File: config.mk
export PLATFORM = sky130hd
export DESIGN_NAME = six_step_commutation_stall_recovery_top
export DESIGN_NICKNAME = d
export VERILOG_FILES = /design/src/hdl/ssc_pkg.sv /design/src/hdl/ssc_mul.sv /design/src/hdl/ssc_div.sv /design/src/hdl/ssc_recovery.sv /design/src/hdl/six_step_commutation_stall_recovery_top.sv
export VERILOG_INCLUDE_DIRS = /design/src /design/src/hdl
export SDC_FILE = /design/constraint.sdc
export NUM_CORES = 2
export LEC_CHECK = 0
export BUFFER_PORTS_ARGS = -buffer_cell sky130_fd_sc_hd__buf_2
export CAP_MARGIN = 10
export CORE_MARGIN = 4
export CORE_UTILIZATION = 57
export CTS_BUF_LIST = sky130_fd_sc_hd__clkbuf_8 sky130_fd_sc_hd__clkbuf_16
export CTS_CLUSTER_SIZE = 40
export DETAILED_ROUTE_END_ITERATION = 7
export MAX_ROUTING_LAYER = met4
export PLACE_DENSITY = 0.78
export SYNTH_ARGS = -nofsm -noshare
export SYNTH_HDL_FRONTEND = slang
export SYNTH_SLANG_ARGS = --single-unit
File: constraint.sdc
create_clock -name clock -period 4.8 [get_ports clock]
set_input_delay 0.48 -clock clock [delete_from_list [all_inputs] [get_ports clock]]
set_output_delay 0.48 -clock clock [all_outputs]
set_load 0.005 [all_outputs]
File: src/hdl/assert_macros.svh
// ----------------------------------------------------------------------------
// assert_macros.svh
// concurrent assertion wrappers shared by the commutation block
// ----------------------------------------------------------------------------
`ifndef ASSERT_MACROS_SVH
`define ASSERT_MACROS_SVH

// same-cycle implication
`define SSC_ASSERT_IMPLIES(label, clk, rst, ante, cons, msg) \
   label: assert property (@(posedge clk) disable iff (rst) (ante) |-> (cons)) \
      else $error(msg);

// next-cycle implication
`define SSC_ASSERT_NEXT(label, clk, rst, ante, cons, msg) \
   label: assert property (@(posedge clk) disable iff (rst) (ante) |=> (cons)) \
      else $error(msg);

`endif

File: src/hdl/ssc_pkg.sv
// ----------------------------------------------------------------------------
// ssc_pkg
// types, widths and sector helpers of the six-step commutation block
// ----------------------------------------------------------------------------
package ssc_pkg;

   localparam int PWM_W   = 15;
   localparam int MS_W    = 16;
   localparam int KICKS_W = 8;
   localparam int HALL_W  = 3;
   localparam int POS_W   = 32;
   localparam int TIME_W  = 32;
   localparam int VOLT_W  = 16;
   localparam int PHASE_W = 2;
   localparam int DUTY_W  = 16;

   // 19 * pwm_full_scale fits in five more bits
   localparam int P19_W = PWM_W + 5;
   // pwm_full_scale * |target| stays below 2^30
   localparam int NUM_W = PWM_W + VOLT_W - 1;
   localparam int LIM_W = P19_W + VOLT_W;
   localparam int MAG_W = PWM_W;
   localparam int REM_W = VOLT_W;
   localparam int CNT_W = 4;

   localparam logic [CNT_W-1:0] MUL_LAST = CNT_W'(VOLT_W - 1);
   localparam logic [CNT_W-1:0] DIV_LAST = CNT_W'(MAG_W - 1);

   localparam logic [VOLT_W-1:0] CLAMP_DIVISOR = VOLT_W'(20);

   localparam int FWD_PROGRESS_COUNTS = 6;
   localparam logic signed [POS_W:0] FAR_AHEAD  = (POS_W + 1)'(FWD_PROGRESS_COUNTS);
   localparam logic signed [POS_W:0] FAR_BEHIND = -FAR_AHEAD;

   localparam logic [HALL_W-1:0] HALL_LAST = HALL_W'(5);

   localparam int CSR_IDX_W  = 3;
   localparam int CSR_DATA_W = 16;

   typedef enum logic [2:0] {
      FAULT_NONE   = 3'd0,
      FAULT_STALL  = 3'd1,
      FAULT_CMD    = 3'd2,
      FAULT_HALL   = 3'd3,
      FAULT_SUPPLY = 3'd4
   } fault_type;

   typedef enum logic [1:0] {
      DIR_NONE = 2'd0,
      DIR_FWD  = 2'd1,
      DIR_REV  = 2'd2
   } dir_type;

   typedef enum logic [CSR_IDX_W-1:0] {
      CSR_PWM_FULL  = 3'd0,
      CSR_KICK_MS   = 3'd1,
      CSR_IDLE_MS   = 3'd2,
      CSR_MAX_KICKS = 3'd3,
      CSR_HALL_INV  = 3'd4
   } csr_index_type;

   typedef struct packed {
      logic [PWM_W-1:0]   pwm_full;
      logic [MS_W-1:0]    kick_ms;
      logic [MS_W-1:0]    idle_ms;
      logic [KICKS_W-1:0] max_kicks;
      logic               hall_inv;
   } cfg_type;

   typedef struct packed {
      logic [HALL_W-1:0]        hall;
      logic signed [POS_W-1:0]  pos;
      logic [TIME_W-1:0]        now;
      logic signed [VOLT_W-1:0] tgt;
      logic                     tbad;
      logic [VOLT_W-1:0]        bus;
      logic                     bbad;
      logic                     on;
   } item_type;

   typedef struct packed {
      logic                     drive_active;
      logic [PHASE_W-1:0]       phase_high;
      logic [PHASE_W-1:0]       phase_low;
      logic signed [DUTY_W-1:0] duty;
      fault_type                fault_code;
      logic                     kick_active;
   } result_type;

   typedef struct packed {
      fault_type fault;
      logic      kicking;
      logic      early;
   } status_type;

   // sectors AB,AC,BC,BA,CA,CB
   function automatic logic [PHASE_W-1:0] sector_high(input logic [HALL_W-1:0] s);
      logic [PHASE_W-1:0] ph;
      unique case (s)
         3'd0, 3'd1: ph = 2'd0;
         3'd2, 3'd3: ph = 2'd1;
         3'd4, 3'd5: ph = 2'd2;
         default:    ph = 2'd0;
      endcase
      return ph;
   endfunction

   function automatic logic [PHASE_W-1:0] sector_low(input logic [HALL_W-1:0] s);
      logic [PHASE_W-1:0] ph;
      unique case (s)
         3'd0, 3'd5: ph = 2'd1;
         3'd1, 3'd2: ph = 2'd2;
         3'd3, 3'd4: ph = 2'd0;
         default:    ph = 2'd0;
      endcase
      return ph;
   endfunction

   function automatic logic [HALL_W-1:0] sector_step(input logic [HALL_W-1:0] s,
                                                     input logic back);
      logic [HALL_W-1:0] nxt;
      if (back) begin
         nxt = (s == '0) ? HALL_LAST : s - HALL_W'(1);
      end else begin
         nxt = (s == HALL_LAST) ? '0 : s + HALL_W'(1);
      end
      return nxt;
   endfunction

endpackage

File: src/hdl/ssc_mul.sv
// ----------------------------------------------------------------------------
// ssc_mul
// two bit-serial shift-add multipliers: duty numerator and clamp limit
// ----------------------------------------------------------------------------
module ssc_mul import ssc_pkg::*; (
   input  logic               clock,
   input  logic               reset,
   input  logic               start,
   input  logic [PWM_W-1:0]   num_a,
   input  logic [VOLT_W-1:0]  num_b,
   input  logic [P19_W-1:0]   lim_a,
   input  logic [VOLT_W-1:0]  lim_b,
   output logic               done,
   output logic [NUM_W-1:0]   num,
   output logic [LIM_W-1:0]   lim
);

   logic              run_ff, run_in;
   logic [CNT_W-1:0]  cnt_ff, cnt_in;
   logic [NUM_W-1:0]  num_a_ff, num_a_in, num_acc_ff, num_acc_in;
   logic [VOLT_W-1:0] num_b_ff, num_b_in, lim_b_ff, lim_b_in;
   logic [LIM_W-1:0]  lim_a_ff, lim_a_in, lim_acc_ff, lim_acc_in;

   assign done = run_ff && (cnt_ff == MUL_LAST);
   assign num  = num_acc_ff;
   assign lim  = lim_acc_ff;

   always_comb begin
      run_in     = run_ff;
      cnt_in     = cnt_ff;
      num_a_in   = num_a_ff;
      num_b_in   = num_b_ff;
      num_acc_in = num_acc_ff;
      lim_a_in   = lim_a_ff;
      lim_b_in   = lim_b_ff;
      lim_acc_in = lim_acc_ff;
      if (start) begin
         run_in     = 1'b1;
         cnt_in     = '0;
         num_a_in   = NUM_W'(num_a);
         num_b_in   = num_b;
         num_acc_in = '0;
         lim_a_in   = LIM_W'(lim_a);
         lim_b_in   = lim_b;
         lim_acc_in = '0;
      end else if (run_ff) begin
         // one multiplier bit per cycle, lsb first
         if (num_b_ff[0]) num_acc_in = num_acc_ff + num_a_ff;
         if (lim_b_ff[0]) lim_acc_in = lim_acc_ff + lim_a_ff;
         num_a_in = num_a_ff << 1;
         lim_a_in = lim_a_ff << 1;
         num_b_in = num_b_ff >> 1;
         lim_b_in = lim_b_ff >> 1;
         cnt_in   = cnt_ff + CNT_W'(1);
         if (cnt_ff == MUL_LAST) run_in = 1'b0;
      end
   end

   always_ff @(posedge clock) begin
      if (reset) begin
         run_ff <= 1'b0;
         cnt_ff <= '0;
      end else begin
         run_ff <= run_in;
         cnt_ff <= cnt_in;
      end
   end

   always_ff @(posedge clock) begin
      num_a_ff   <= num_a_in;
      num_b_ff   <= num_b_in;
      num_acc_ff <= num_acc_in;
      lim_a_ff   <= lim_a_in;
      lim_b_ff   <= lim_b_in;
      lim_acc_ff <= lim_acc_in;
   end

endmodule

File: src/hdl/ssc_div.sv
// ----------------------------------------------------------------------------
// ssc_div
// restoring divider, one quotient bit per cycle, round to nearest even
// ----------------------------------------------------------------------------
module ssc_div import ssc_pkg::*; (
   input  logic              clock,
   input  logic              reset,
   input  logic              start,
   input  logic [NUM_W-1:0]  dividend,
   input  logic [VOLT_W-1:0] divisor,
   output logic              done,
   output logic [MAG_W-1:0]  mag
);

   logic              run_ff, run_in;
   logic [CNT_W-1:0]  cnt_ff, cnt_in;
   logic [REM_W-1:0]  rem_ff, rem_in;
   logic [MAG_W-1:0]  dq_ff, dq_in;
   logic [VOLT_W-1:0] div_ff, div_in;
   logic [REM_W:0]    shifted;
   logic [REM_W+1:0]  diff;
   logic              fits;
   logic [REM_W:0]    twice_rem;
   logic [REM_W:0]    div_wide;
   logic              round_up;

   // quotient bits shift into dq while the low dividend bits shift out
   assign shifted = {rem_ff, dq_ff[MAG_W-1]};
   assign diff    = {1'b0, shifted} - {2'b00, div_ff};
   assign fits    = !diff[REM_W+1];

   assign twice_rem = {rem_ff, 1'b0};
   assign div_wide  = {1'b0, div_ff};
   assign round_up  = (twice_rem > div_wide) || ((twice_rem == div_wide) && dq_ff[0]);
   assign mag       = dq_ff + MAG_W'(round_up);
   assign done      = run_ff && (cnt_ff == DIV_LAST);

   always_comb begin
      run_in = run_ff;
      cnt_in = cnt_ff;
      rem_in = rem_ff;
      dq_in  = dq_ff;
      div_in = div_ff;
      if (start) begin
         // the high part is already below the divisor
         run_in = 1'b1;
         cnt_in = '0;
         rem_in = REM_W'(dividend[NUM_W-1:MAG_W]);
         dq_in  = dividend[MAG_W-1:0];
         div_in = divisor;
      end else if (run_ff) begin
         rem_in = fits ? diff[REM_W-1:0] : shifted[REM_W-1:0];
         dq_in  = {dq_ff[MAG_W-2:0], fits};
         cnt_in = cnt_ff + CNT_W'(1);
         if (cnt_ff == DIV_LAST) run_in = 1'b0;
      end
   end

   always_ff @(posedge clock) begin
      if (reset) begin
         run_ff <= 1'b0;
         cnt_ff <= '0;
      end else begin
         run_ff <= run_in;
         cnt_ff <= cnt_in;
      end
   end

   always_ff @(posedge clock) begin
      rem_ff <= rem_in;
      dq_ff  <= dq_in;
      div_ff <= div_in;
   end

endmodule

File: src/hdl/ssc_recovery.sv
// ----------------------------------------------------------------------------
// ssc_recovery
// fault priority, progress watchdog, kick sequencing and result forming
// ----------------------------------------------------------------------------
module ssc_recovery import ssc_pkg::*; (
   input  logic             clock,
   input  logic             reset,
   input  cfg_type          cfg,
   input  item_type         item,
   input  logic             flags_load,
   input  logic             commit,
   input  logic [MAG_W-1:0] mag,
   output result_type       result,
   output status_type       status
);

   fault_type               fault_ff, fault_in;
   dir_type                 dir_ff, dir_in;
   logic [KICKS_W-1:0]      kick_count_ff, kick_count_in;
   logic                    kicking_ff, kicking_in;
   logic signed [POS_W-1:0] prog_pos_ff, prog_pos_in;
   logic signed [POS_W-1:0] origin_ff, origin_in;
   logic [TIME_W-1:0]       prog_time_ff, prog_time_in;
   logic [TIME_W-1:0]       kick_time_ff, kick_time_in;
   logic [HALL_W-1:0]       kick_sector_ff, kick_sector_in;

   logic dir_change_ff, gain_ff, far_ff, kick_due_ff, idle_due_ff;

   logic                    tgt_neg, off, hall_bad, bus_bad;
   dir_type                 dir_cmd;
   logic                    dir_change_c, gain_c, far_c, kick_due_c, idle_due_c;
   logic signed [POS_W:0]   origin_diff;
   logic [TIME_W-1:0]       kick_age, idle_age;
   logic                    kick_held, kick_end, still_kicking, time_reset;
   logic                    fire, stall, kick_now, duty_neg;
   logic [KICKS_W-1:0]      count_base;
   logic [HALL_W-1:0]       new_sector, out_sector;
   logic signed [DUTY_W-1:0] duty;

   assign tgt_neg  = item.tgt[VOLT_W-1];
   assign dir_cmd  = tgt_neg ? DIR_REV : DIR_FWD;
   assign off      = !item.on || (!item.tbad && (item.tgt == '0));
   assign hall_bad = item.hall > HALL_LAST;
   assign bus_bad  = item.bbad || (item.bus == '0);

   assign status.early   = off || (fault_ff == FAULT_STALL) || item.tbad || hall_bad || bus_bad;
   assign status.fault   = fault_ff;
   assign status.kicking = kicking_ff;

   // watchdog compares against the state before this tick
   assign dir_change_c = dir_cmd != dir_ff;
   assign gain_c       = !dir_change_c &&
                         (tgt_neg ? (item.pos < prog_pos_ff) : (item.pos > prog_pos_ff));
   assign origin_diff  = {item.pos[POS_W-1], item.pos} - {origin_ff[POS_W-1], origin_ff};
   assign far_c        = tgt_neg ? (origin_diff <= FAR_BEHIND) : (origin_diff >= FAR_AHEAD);
   assign kick_age     = item.now - kick_time_ff;
   assign idle_age     = item.now - prog_time_ff;
   assign kick_due_c   = kick_age >= TIME_W'(cfg.kick_ms);
   assign idle_due_c   = idle_age >= TIME_W'(cfg.idle_ms);

   always_ff @(posedge clock) begin
      if (flags_load) begin
         dir_change_ff <= dir_change_c;
         gain_ff       <= gain_c;
         far_ff        <= far_c;
         kick_due_ff   <= kick_due_c;
         idle_due_ff   <= idle_due_c;
      end
   end

   // kick decision
   assign kick_held     = kicking_ff && !dir_change_ff && !gain_ff;
   assign kick_end      = kick_held && kick_due_ff;
   assign still_kicking = kick_held && !kick_due_ff;
   assign time_reset    = dir_change_ff || gain_ff || kick_end;
   assign fire          = !still_kicking &&
                          (time_reset ? (cfg.idle_ms == '0) : idle_due_ff);
   assign count_base    = (gain_ff && far_ff) ? '0 : kick_count_ff;
   assign stall         = fire && (count_base >= cfg.max_kicks);
   assign kick_now      = fire && !stall;
   assign duty_neg      = tgt_neg ^ cfg.hall_inv;
   assign new_sector    = sector_step(item.hall, duty_neg);
   assign out_sector    = kick_now ? new_sector : (still_kicking ? kick_sector_ff : item.hall);
   assign duty          = duty_neg ? (DUTY_W'(0) - DUTY_W'(mag)) : DUTY_W'(mag);

   always_comb begin
      fault_in       = fault_ff;
      dir_in         = dir_ff;
      kick_count_in  = kick_count_ff;
      kicking_in     = kicking_ff;
      prog_pos_in    = prog_pos_ff;
      origin_in      = origin_ff;
      prog_time_in   = prog_time_ff;
      kick_time_in   = kick_time_ff;
      kick_sector_in = kick_sector_ff;
      result         = '0;
      priority if (off) begin
         fault_in      = FAULT_NONE;
         dir_in        = DIR_NONE;
         kick_count_in = '0;
         kicking_in    = 1'b0;
      end else if (fault_ff == FAULT_STALL) begin
         fault_in = FAULT_STALL;
      end else if (item.tbad) begin
         fault_in   = FAULT_CMD;
         kicking_in = 1'b0;
      end else if (hall_bad) begin
         fault_in   = FAULT_HALL;
         kicking_in = 1'b0;
      end else if (bus_bad) begin
         fault_in   = FAULT_SUPPLY;
         kicking_in = 1'b0;
      end else if (mag == '0) begin
         fault_in   = FAULT_NONE;
         kicking_in = 1'b0;
      end else begin
         fault_in      = FAULT_NONE;
         dir_in        = dir_cmd;
         kicking_in    = still_kicking;
         kick_count_in = count_base;
         if (dir_change_ff || gain_ff) prog_pos_in = item.pos;
         if (dir_change_ff) origin_in = item.pos;
         if (time_reset) prog_time_in = item.now;
         if (stall) begin
            fault_in = FAULT_STALL;
         end else begin
            if (fire) begin
               kick_count_in  = count_base + KICKS_W'(1);
               kicking_in     = 1'b1;
               kick_time_in   = item.now;
               origin_in      = item.pos;
               kick_sector_in = new_sector;
            end
            result.drive_active = 1'b1;
            result.phase_high   = sector_high(out_sector);
            result.phase_low    = sector_low(out_sector);
            result.duty         = duty;
            result.kick_active  = kicking_in;
         end
      end
      result.fault_code = fault_in;
   end

   always_ff @(posedge clock) begin
      if (reset) begin
         fault_ff       <= FAULT_NONE;
         dir_ff         <= DIR_NONE;
         kick_count_ff  <= '0;
         kicking_ff     <= 1'b0;
         prog_pos_ff    <= '0;
         origin_ff      <= '0;
         prog_time_ff   <= '0;
         kick_time_ff   <= '0;
         kick_sector_ff <= '0;
      end else if (commit) begin
         fault_ff       <= fault_in;
         dir_ff         <= dir_in;
         kick_count_ff  <= kick_count_in;
         kicking_ff     <= kicking_in;
         prog_pos_ff    <= prog_pos_in;
         origin_ff      <= origin_in;
         prog_time_ff   <= prog_time_in;
         kick_time_ff   <= kick_time_in;
         kick_sector_ff <= kick_sector_in;
      end
   end

endmodule

File: src/hdl/six_step_commutation_stall_recovery_top.sv
// ----------------------------------------------------------------------------
// six_step_commutation_stall_recovery_top
// six-step commutation with duty normalization and stall recovery kicks
// ----------------------------------------------------------------------------
//  channel  | direction | handshake         | contents
//  req_     | in        | req_valid/ready   | one control tick (hall, position, time, volts)
//  rsp_     | out       | rsp_valid/ready   | driven phases, signed duty, fault, kick flag
//  csr_     | in        | csr_we            | register write, index and data, no read-back
//
//  a driving tick steps through classify, bit-serial multiply, clamp compare, divide,
//  round and commit
//  ticks that coast early (off, stall latched, bad command, hall or supply) go from classify straight to commit
//  reset is synchronous; it clears control and recovery state and loads register defaults
//  the result register frees the input side: a new transfer is taken while a result waits,
//  and only the commit step stalls until the result register is taken
// ----------------------------------------------------------------------------
`include "assert_macros.svh"

module six_step_commutation_stall_recovery_top import ssc_pkg::*; (
   input  logic                     clock,
   input  logic                     reset,
   // tick input
   input  logic                     req_valid,
   output logic                     req_ready,
   input  logic [HALL_W-1:0]        req_hall_sector,
   input  logic signed [POS_W-1:0]  req_position_count,
   input  logic [TIME_W-1:0]        req_time_ms,
   input  logic signed [VOLT_W-1:0] req_target_volts,
   input  logic                     req_target_bad,
   input  logic [VOLT_W-1:0]        req_bus_volts,
   input  logic                     req_bus_bad,
   input  logic                     req_drive_on,
   // result output
   output logic                     rsp_valid,
   input  logic                     rsp_ready,
   output logic                     rsp_drive_active,
   output logic [PHASE_W-1:0]       rsp_phase_high,
   output logic [PHASE_W-1:0]       rsp_phase_low,
   output logic signed [DUTY_W-1:0] rsp_duty,
   output logic [2:0]               rsp_fault_code,
   output logic                     rsp_kick_active,
   // register writes
   input  logic                     csr_we,
   input  logic [CSR_IDX_W-1:0]     csr_index,
   input  logic [CSR_DATA_W-1:0]    csr_wdata
);

   typedef enum logic [6:0] {
      S_IDLE   = 7'b0000001,
      S_PREP   = 7'b0000010,
      S_MUL    = 7'b0000100,
      S_CMP    = 7'b0001000,
      S_DIV    = 7'b0010000,
      S_ROUND  = 7'b0100000,
      S_FINISH = 7'b1000000
   } fsm_type;

   fsm_type    state_ff, state_in;
   cfg_type    cfg_ff, cfg_in;
   item_type   item_ff, item_in;
   result_type rsp_ff, rsp_in;
   logic       rsp_valid_ff, rsp_valid_in;
   logic [MAG_W-1:0] mag_ff, mag_in;

   logic              req_xfer, out_free, commit;
   logic [P19_W-1:0]  p19;
   logic [VOLT_W-1:0] tgt_mag;
   logic              mul_start, mul_done, div_start, div_done;
   logic [NUM_W-1:0]  num;
   logic [LIM_W-1:0]  lim, num20;
   logic              clamp;
   logic [NUM_W-1:0]  dividend;
   logic [VOLT_W-1:0] divisor;
   logic [MAG_W-1:0]  div_mag;
   result_type        rec_result;
   status_type        rec_status;

   assign req_ready = state_ff == S_IDLE;
   assign req_xfer  = req_valid && req_ready;
   assign out_free  = !rsp_valid_ff || rsp_ready;
   assign commit    = (state_ff == S_FINISH) && out_free;

   // 19p = 16p + 2p + p, the 95% ceiling numerator
   assign p19 = (P19_W'(cfg_ff.pwm_full) << 4) + (P19_W'(cfg_ff.pwm_full) << 1)
              + P19_W'(cfg_ff.pwm_full);

   // magnitude of the signed target, full negative value included
   assign tgt_mag = item_ff.tgt[VOLT_W-1] ? (VOLT_W'(0) - item_ff.tgt) : item_ff.tgt;

   // clamp when p*|t|*20 reaches 19p*bus
   assign num20 = (LIM_W'(num) << 4) + (LIM_W'(num) << 2);
   assign clamp = num20 >= lim;

   assign mul_start = (state_ff == S_PREP) && !rec_status.early;
   assign div_start = state_ff == S_CMP;
   assign dividend  = clamp ? NUM_W'(p19) : num;
   assign divisor   = clamp ? CLAMP_DIVISOR : item_ff.bus;

   ssc_mul u_mul (
      .clock (clock),
      .reset (reset),
      .start (mul_start),
      .num_a (cfg_ff.pwm_full),
      .num_b (tgt_mag),
      .lim_a (p19),
      .lim_b (item_ff.bus),
      .done  (mul_done),
      .num   (num),
      .lim   (lim)
   );

   ssc_div u_div (
      .clock    (clock),
      .reset    (reset),
      .start    (div_start),
      .dividend (dividend),
      .divisor  (divisor),
      .done     (div_done),
      .mag      (div_mag)
   );

   ssc_recovery u_recovery (
      .clock      (clock),
      .reset      (reset),
      .cfg        (cfg_ff),
      .item       (item_ff),
      .flags_load (state_ff == S_PREP),
      .commit     (commit),
      .mag        (mag_ff),
      .result     (rec_result),
      .status     (rec_status)
   );

   // sequencer
   always_comb begin
      state_in = state_ff;
      unique case (state_ff)
         S_IDLE:   if (req_valid) state_in = S_PREP;
         S_PREP:   state_in = rec_status.early ? S_FINISH : S_MUL;
         S_MUL:    if (mul_done) state_in = S_CMP;
         S_CMP:    state_in = S_DIV;
         S_DIV:    if (div_done) state_in = S_ROUND;
         S_ROUND:  state_in = S_FINISH;
         S_FINISH: if (out_free) state_in = S_IDLE;
         default:  state_in = S_IDLE;
      endcase
   end

   // tick capture
   always_comb begin
      item_in = item_ff;
      if (req_xfer) begin
         item_in.hall = req_hall_sector;
         item_in.pos  = req_position_count;
         item_in.now  = req_time_ms;
         item_in.tgt  = req_target_volts;
         item_in.tbad = req_target_bad;
         item_in.bus  = req_bus_volts;
         item_in.bbad = req_bus_bad;
         item_in.on   = req_drive_on;
      end
   end

   assign mag_in = (state_ff == S_ROUND) ? div_mag : mag_ff;

   // register writes, unknown indexes dropped
   always_comb begin
      cfg_in = cfg_ff;
      if (csr_we) begin
         case (csr_index)
            CSR_PWM_FULL:  cfg_in.pwm_full  = csr_wdata[PWM_W-1:0];
            CSR_KICK_MS:   cfg_in.kick_ms   = csr_wdata[MS_W-1:0];
            CSR_IDLE_MS:   cfg_in.idle_ms   = csr_wdata[MS_W-1:0];
            CSR_MAX_KICKS: cfg_in.max_kicks = csr_wdata[KICKS_W-1:0];
            CSR_HALL_INV:  cfg_in.hall_inv  = csr_wdata[0];
            default:       cfg_in = cfg_ff;
         endcase
      end
   end

   // result register
   always_comb begin
      rsp_in       = rsp_ff;
      rsp_valid_in = rsp_valid_ff;
      if (commit) begin
         rsp_in       = rec_result;
         rsp_valid_in = 1'b1;
      end else if (rsp_ready) begin
         rsp_valid_in = 1'b0;
      end
   end

   always_ff @(posedge clock) begin
      if (reset) begin
         state_ff           <= S_IDLE;
         rsp_valid_ff       <= 1'b0;
         cfg_ff.pwm_full    <= PWM_W'(1000);
         cfg_ff.kick_ms     <= MS_W'(50);
         cfg_ff.idle_ms     <= MS_W'(200);
         cfg_ff.max_kicks   <= KICKS_W'(3);
         cfg_ff.hall_inv    <= 1'b0;
      end else begin
         state_ff     <= state_in;
         rsp_valid_ff <= rsp_valid_in;
         cfg_ff       <= cfg_in;
      end
   end

   always_ff @(posedge clock) begin
      item_ff <= item_in;
      rsp_ff  <= rsp_in;
      mag_ff  <= mag_in;
   end

   assign rsp_valid        = rsp_valid_ff;
   assign rsp_drive_active = rsp_ff.drive_active;
   assign rsp_phase_high   = rsp_ff.phase_high;
   assign rsp_phase_low    = rsp_ff.phase_low;
   assign rsp_duty         = rsp_ff.duty;
   assign rsp_fault_code   = rsp_ff.fault_code;
   assign rsp_kick_active  = rsp_ff.kick_active;

   // coast results carry nothing but the fault code
   `SSC_ASSERT_IMPLIES(a_coast_quiet, clock, reset, rsp_valid_ff && !rsp_ff.drive_active, rsp_ff.duty == '0 && !rsp_ff.kick_active && rsp_ff.phase_high == '0 && rsp_ff.phase_low == '0, "coast result with drive fields set")

   // a driving result has no fault, a nonzero duty and two distinct phases
   `SSC_ASSERT_IMPLIES(a_drive_clean, clock, reset, rsp_valid_ff && rsp_ff.drive_active, rsp_ff.fault_code == FAULT_NONE && rsp_ff.duty != '0 && rsp_ff.phase_high != rsp_ff.phase_low, "inconsistent drive result")

   // a latched stall never coexists with a kick in force
   `SSC_ASSERT_IMPLIES(a_stall_no_kick, clock, reset, rec_status.fault == FAULT_STALL, !rec_status.kicking, "kick active under stall fault")

   // a new result only appears out of the commit step
   `SSC_ASSERT_IMPLIES(a_result_source, clock, reset, $rose(rsp_valid_ff), $past(state_ff == S_FINISH), "result without commit")

   // one tick in flight at a time
   `SSC_ASSERT_NEXT(a_one_in_flight, clock, reset, req_valid && req_ready, !req_ready, "second transfer taken while busy")

endmodule
==> impl_metrics.toml <==
[run_status]
outcome = "finished with violations"
violations = "negative setup slack"

[power_and_ir_drop]
leakage_nw = 16.4
power_frac_clock_pct = 38.0
p_per_area_nw_per_um2 = 332
finalPower_mw = 13.5
p_int_mw = 9.61
p_seq_share_pct = 40.9
worst_ir_drop_vdd_uv = 342
combinationalPowerShare_pct = 21.1
switching_share_pct = 28.6
p_sw_mw = 3.86

[timing]
timing.hold.ws_ns = 0.0452
fin_ws_ns = -0.0830
setup_viol = 20
final.setup_skew_ns = 0.0165
worst_pin_slew_ns = 1.03
grt_setup_unrepaired = "yes"
period_share_pct = 102
hold_viol = 0
slew_headroom_pct = 30.5
final_max_slew_viol_count = 0
fin_crit_ns = 4.88
max_clock_freq_ghz = 0.205

[worst_setup_path]
critPathLaunchType = "flip-flop"
cp.arrival_ns = 5.24
rr_startpoint = "u_mul.num[2]$_SDFFE_PP0P_"
rrSetupSlack_ns = -0.08
path_max_fanout = 12
endpoint_kind = "flip-flop"
crit_path_start = "u_mul.num[2]$_SDFFE_PP0P_"
rr_worst_depth = 27
crit_required_ns = 5.15
timing.rr.end = "u_div.div_ff[11]$_SDFFCE_PP0P_"
worstSetupEndpoint = "u_div.div_ff[11]$_SDFFCE_PP0P_"
crit_top_cell = "buf_4"
cp_slowest_cell = "o32a_4"
cpPeakStageDelay_ns = 0.41
crit_type = "flip-flop to flip-flop"

[die]
row_count = 92
start_util_pct = 57.4
die_x_um = 260
die_y_um = 260
dieArea_um2 = 67500
core-area_um2 = 63000
io_pins = 153

[yosys]
synthTopCellsByCount = "697 x nand2_1, 446 x a21oi_1, 335 x ha_1"
yosys-top-cells-area = "edfxtp_1 22%, dfxtp_1 18%, ha_1 12%, nand2_1 7.2%, a21oi_1 6.2%"
synth_area_um2 = 36200
syn-num-nets = 4642
ys_types = 89
yosysWarnings = 0
ys_ff_latch = 576
avgSynthCellArea_um2 = 8.69
seq_area_frac_synth_pct = 39.1
synth_ff_type = "dfxtp_1"
yosysMostFrequentCell = "nand2_1"
synth_enable_flop_cells = 259
synthCells = 4162
synth-async-reset-ratio_pct = 0
synth_top_cell_area_share_pct = 21.5
yosysTopAreaCell = "edfxtp_1"

[global_routing]
antenna_found_initial = 1
grt_max_degree = 136
overflow = 0
grt_pass1_wl_um = 143000
grt_usage_pct = 26.2
grt_pass1_vias = 29000

[final_layout]
nets = 4793
instances_no_fill = 5212
postLayoutCoreUtil_pct = 64.4
drive_gt1_share_pct = 9.90
area_delta_synth_final_pct = 12.1

[min_path]
hold_path.class = "input port to flip-flop"
min_from = "req_position_count[18]"

[clock_network]
h-tree-depth = 3
cts.path.max_buffers = 3
cts.sinks = 576
ctsRootBufferMaster = "clkbuf_16"
clk_latency_ns = 0.61
clkTransAtPathRegs_ns = 0.06
cts_buffers = 67
cts_tree = "yes"

[job]
maxCapViolCount = 0

[place]
gp_congestion = 0.954
io_buffers = 152
place_ws_ns = -0.143
dp_cells = 5072
post-dp-hpwl_um = 63600

[route]
drc = 0
vias = 30100
drt.antenna.violating_nets = 0
dr.pass1.iters = 5
first_iter_violations = 2293
via_per_inst = 5.77
wl_um = 88100
routedWlPerCell_um = 16.9
==> per-stage QoR <==
stage | setup TNS [ns] | instance area (um^2)
after floorplan | 0 | 36200
after global placement | -0.146 | 37900
after detailed placement | -3.12 | 37900
after CTS | -0.00000577 | 40300
after global routing | -9.52 | 40500
final | -0.880 | 40500
==> flip-flops by register name, summed over array words and instances (netlist names), 4 cells and up <==
name,flops
u_recovery.prog_time_ff,32
u_mul.lim_b_ff,16
u_div.rem_ff,16
u_mul.num,30
state_ff,7
u_mul.num_a_ff,29
u_mul.lim,36
u_div.cnt_ff,4
u_recovery.kick_time_ff,32
u_recovery.kick_count_ff,8
u_mul.lim_a_ff,36
u_recovery.prog_pos_ff,32
u_div.dq_ff,15
mag_ff,15
u_div.div_ff,16
u_mul.num_b_ff,16
item_ff,102
rsp_duty,16
cfg_ff,56
u_mul.cnt_ff,4
u_recovery.origin_ff,32
==> kinds of logic after synthesis <==
family	Yosys count	synth area share (%)
AOI/OAI and AO/OA	1043	17.8
xor gates and xnor gates	217	5.26
adders and majority gates	354	12.6
buffers and inverters	424	4.52
DFF	576	39.1
muxes	80	2.25
and+or+nand+nor	1468	18.4
==> repair_timing <==
action / CTS / global route
endpoints found under the setup margin: 48 / 48
pin swaps: 7 / 35
hold buffers: 0 / 0
cloned: 2 / 1
buffers inserted: 8 / 7
resized for setup: 17 / 44
==> worst min path at each step <==
stage	endpoint	slack [ns]	cells past startpoint
final	item_ff[85]$_DFFE_PP_	0.05	1
after global routing	item_ff[81]$_DFFE_PP_	0.009	1
after CTS	item_ff[81]$_DFFE_PP_	0.008	1
after detailed placement	u_recovery.prog_pos_ff[25]$_SDFFE_PP0P_	0.45	2
after global placement	u_recovery.origin_ff[26]$_SDFFE_PP0P_	0.44	2
after floorplan	cfg_ff[27]$_SDFFE_PP0P_	0.44	2
==> worst max-delay path: cells and delay by family, from the launching register on <==
| kind | cells | cell delay, ns |
|---|---|---|
| xor+xnor | 1 | 0.10 |
| flops | 1 | 0.34 |
| simple gates | 5 | 0.75 |
| compound gates | 8 | 1.44 |
| fa+ha+maj | 2 | 0.55 |
| buf+inv | 11 | 1.44 |
==> layout make-up <==
cell class | count | area, um^2
Sequential cell | 576 | 14100
Tap cell | 846 | 1060
Clock buffer | 76 | 1860
Antenna cell | 1 | 2.50
Multi-Input combinational cell | 3162 | 20600
Timing Repair Buffer | 223 | 1440
Inverter | 283 | 1060
Fill cell | 5168 | 22400
Clock inverter | 45 | 349
==> metal layers <==
layer,share of wire [%],track usage [%],vias to the layer above
li1,-,-,15000
met1,43,32.4,14100
met2,48,43.4,768
met3,5.1,3.82,208
met4,4.2,10.6,0
met5,0,-,-
==> power by group through the flow <==
stage / clock, mW / sequential [mW] / combinational (mW)
after detailed placement: 0 / 5.61 / 2.55
after floorplan: 0 / 5.55 / 1.90
after CTS: 5.21 / 5.51 / 2.72
final: 5.11 / 5.51 / 2.84
after global routing: 5.40 / 5.53 / 3.13
after global placement: 0 / 5.61 / 2.49
==> cell usage in the layout (no fill, tap or decap), types with 22 or more instances in the layout <==
cell type and instances:
nand2_1 696, a21oi_1 441, ha_1 332, dfxtp_1 314, inv_1 295, nor2_1 287
edfxtp_1 259, o21ai_0 158, buf_2 151, xnor2_1 139, a21o_1 128, xor2_1 78
clkbuf_16 73, nand3_1 70, mux2i_1 69, nor3_1 66, buf_4 59, nor2b_1 50
and2_1 41, nand4_1 40, nand2b_1 38, a211oi_1 36, o21a_1 34, a31oi_1 28
nand3b_1 28, o21bai_1 27, nor4_1 26, and3_1 22, or3_1 22
Note: power is estimated with default switching activity, not from simulation.
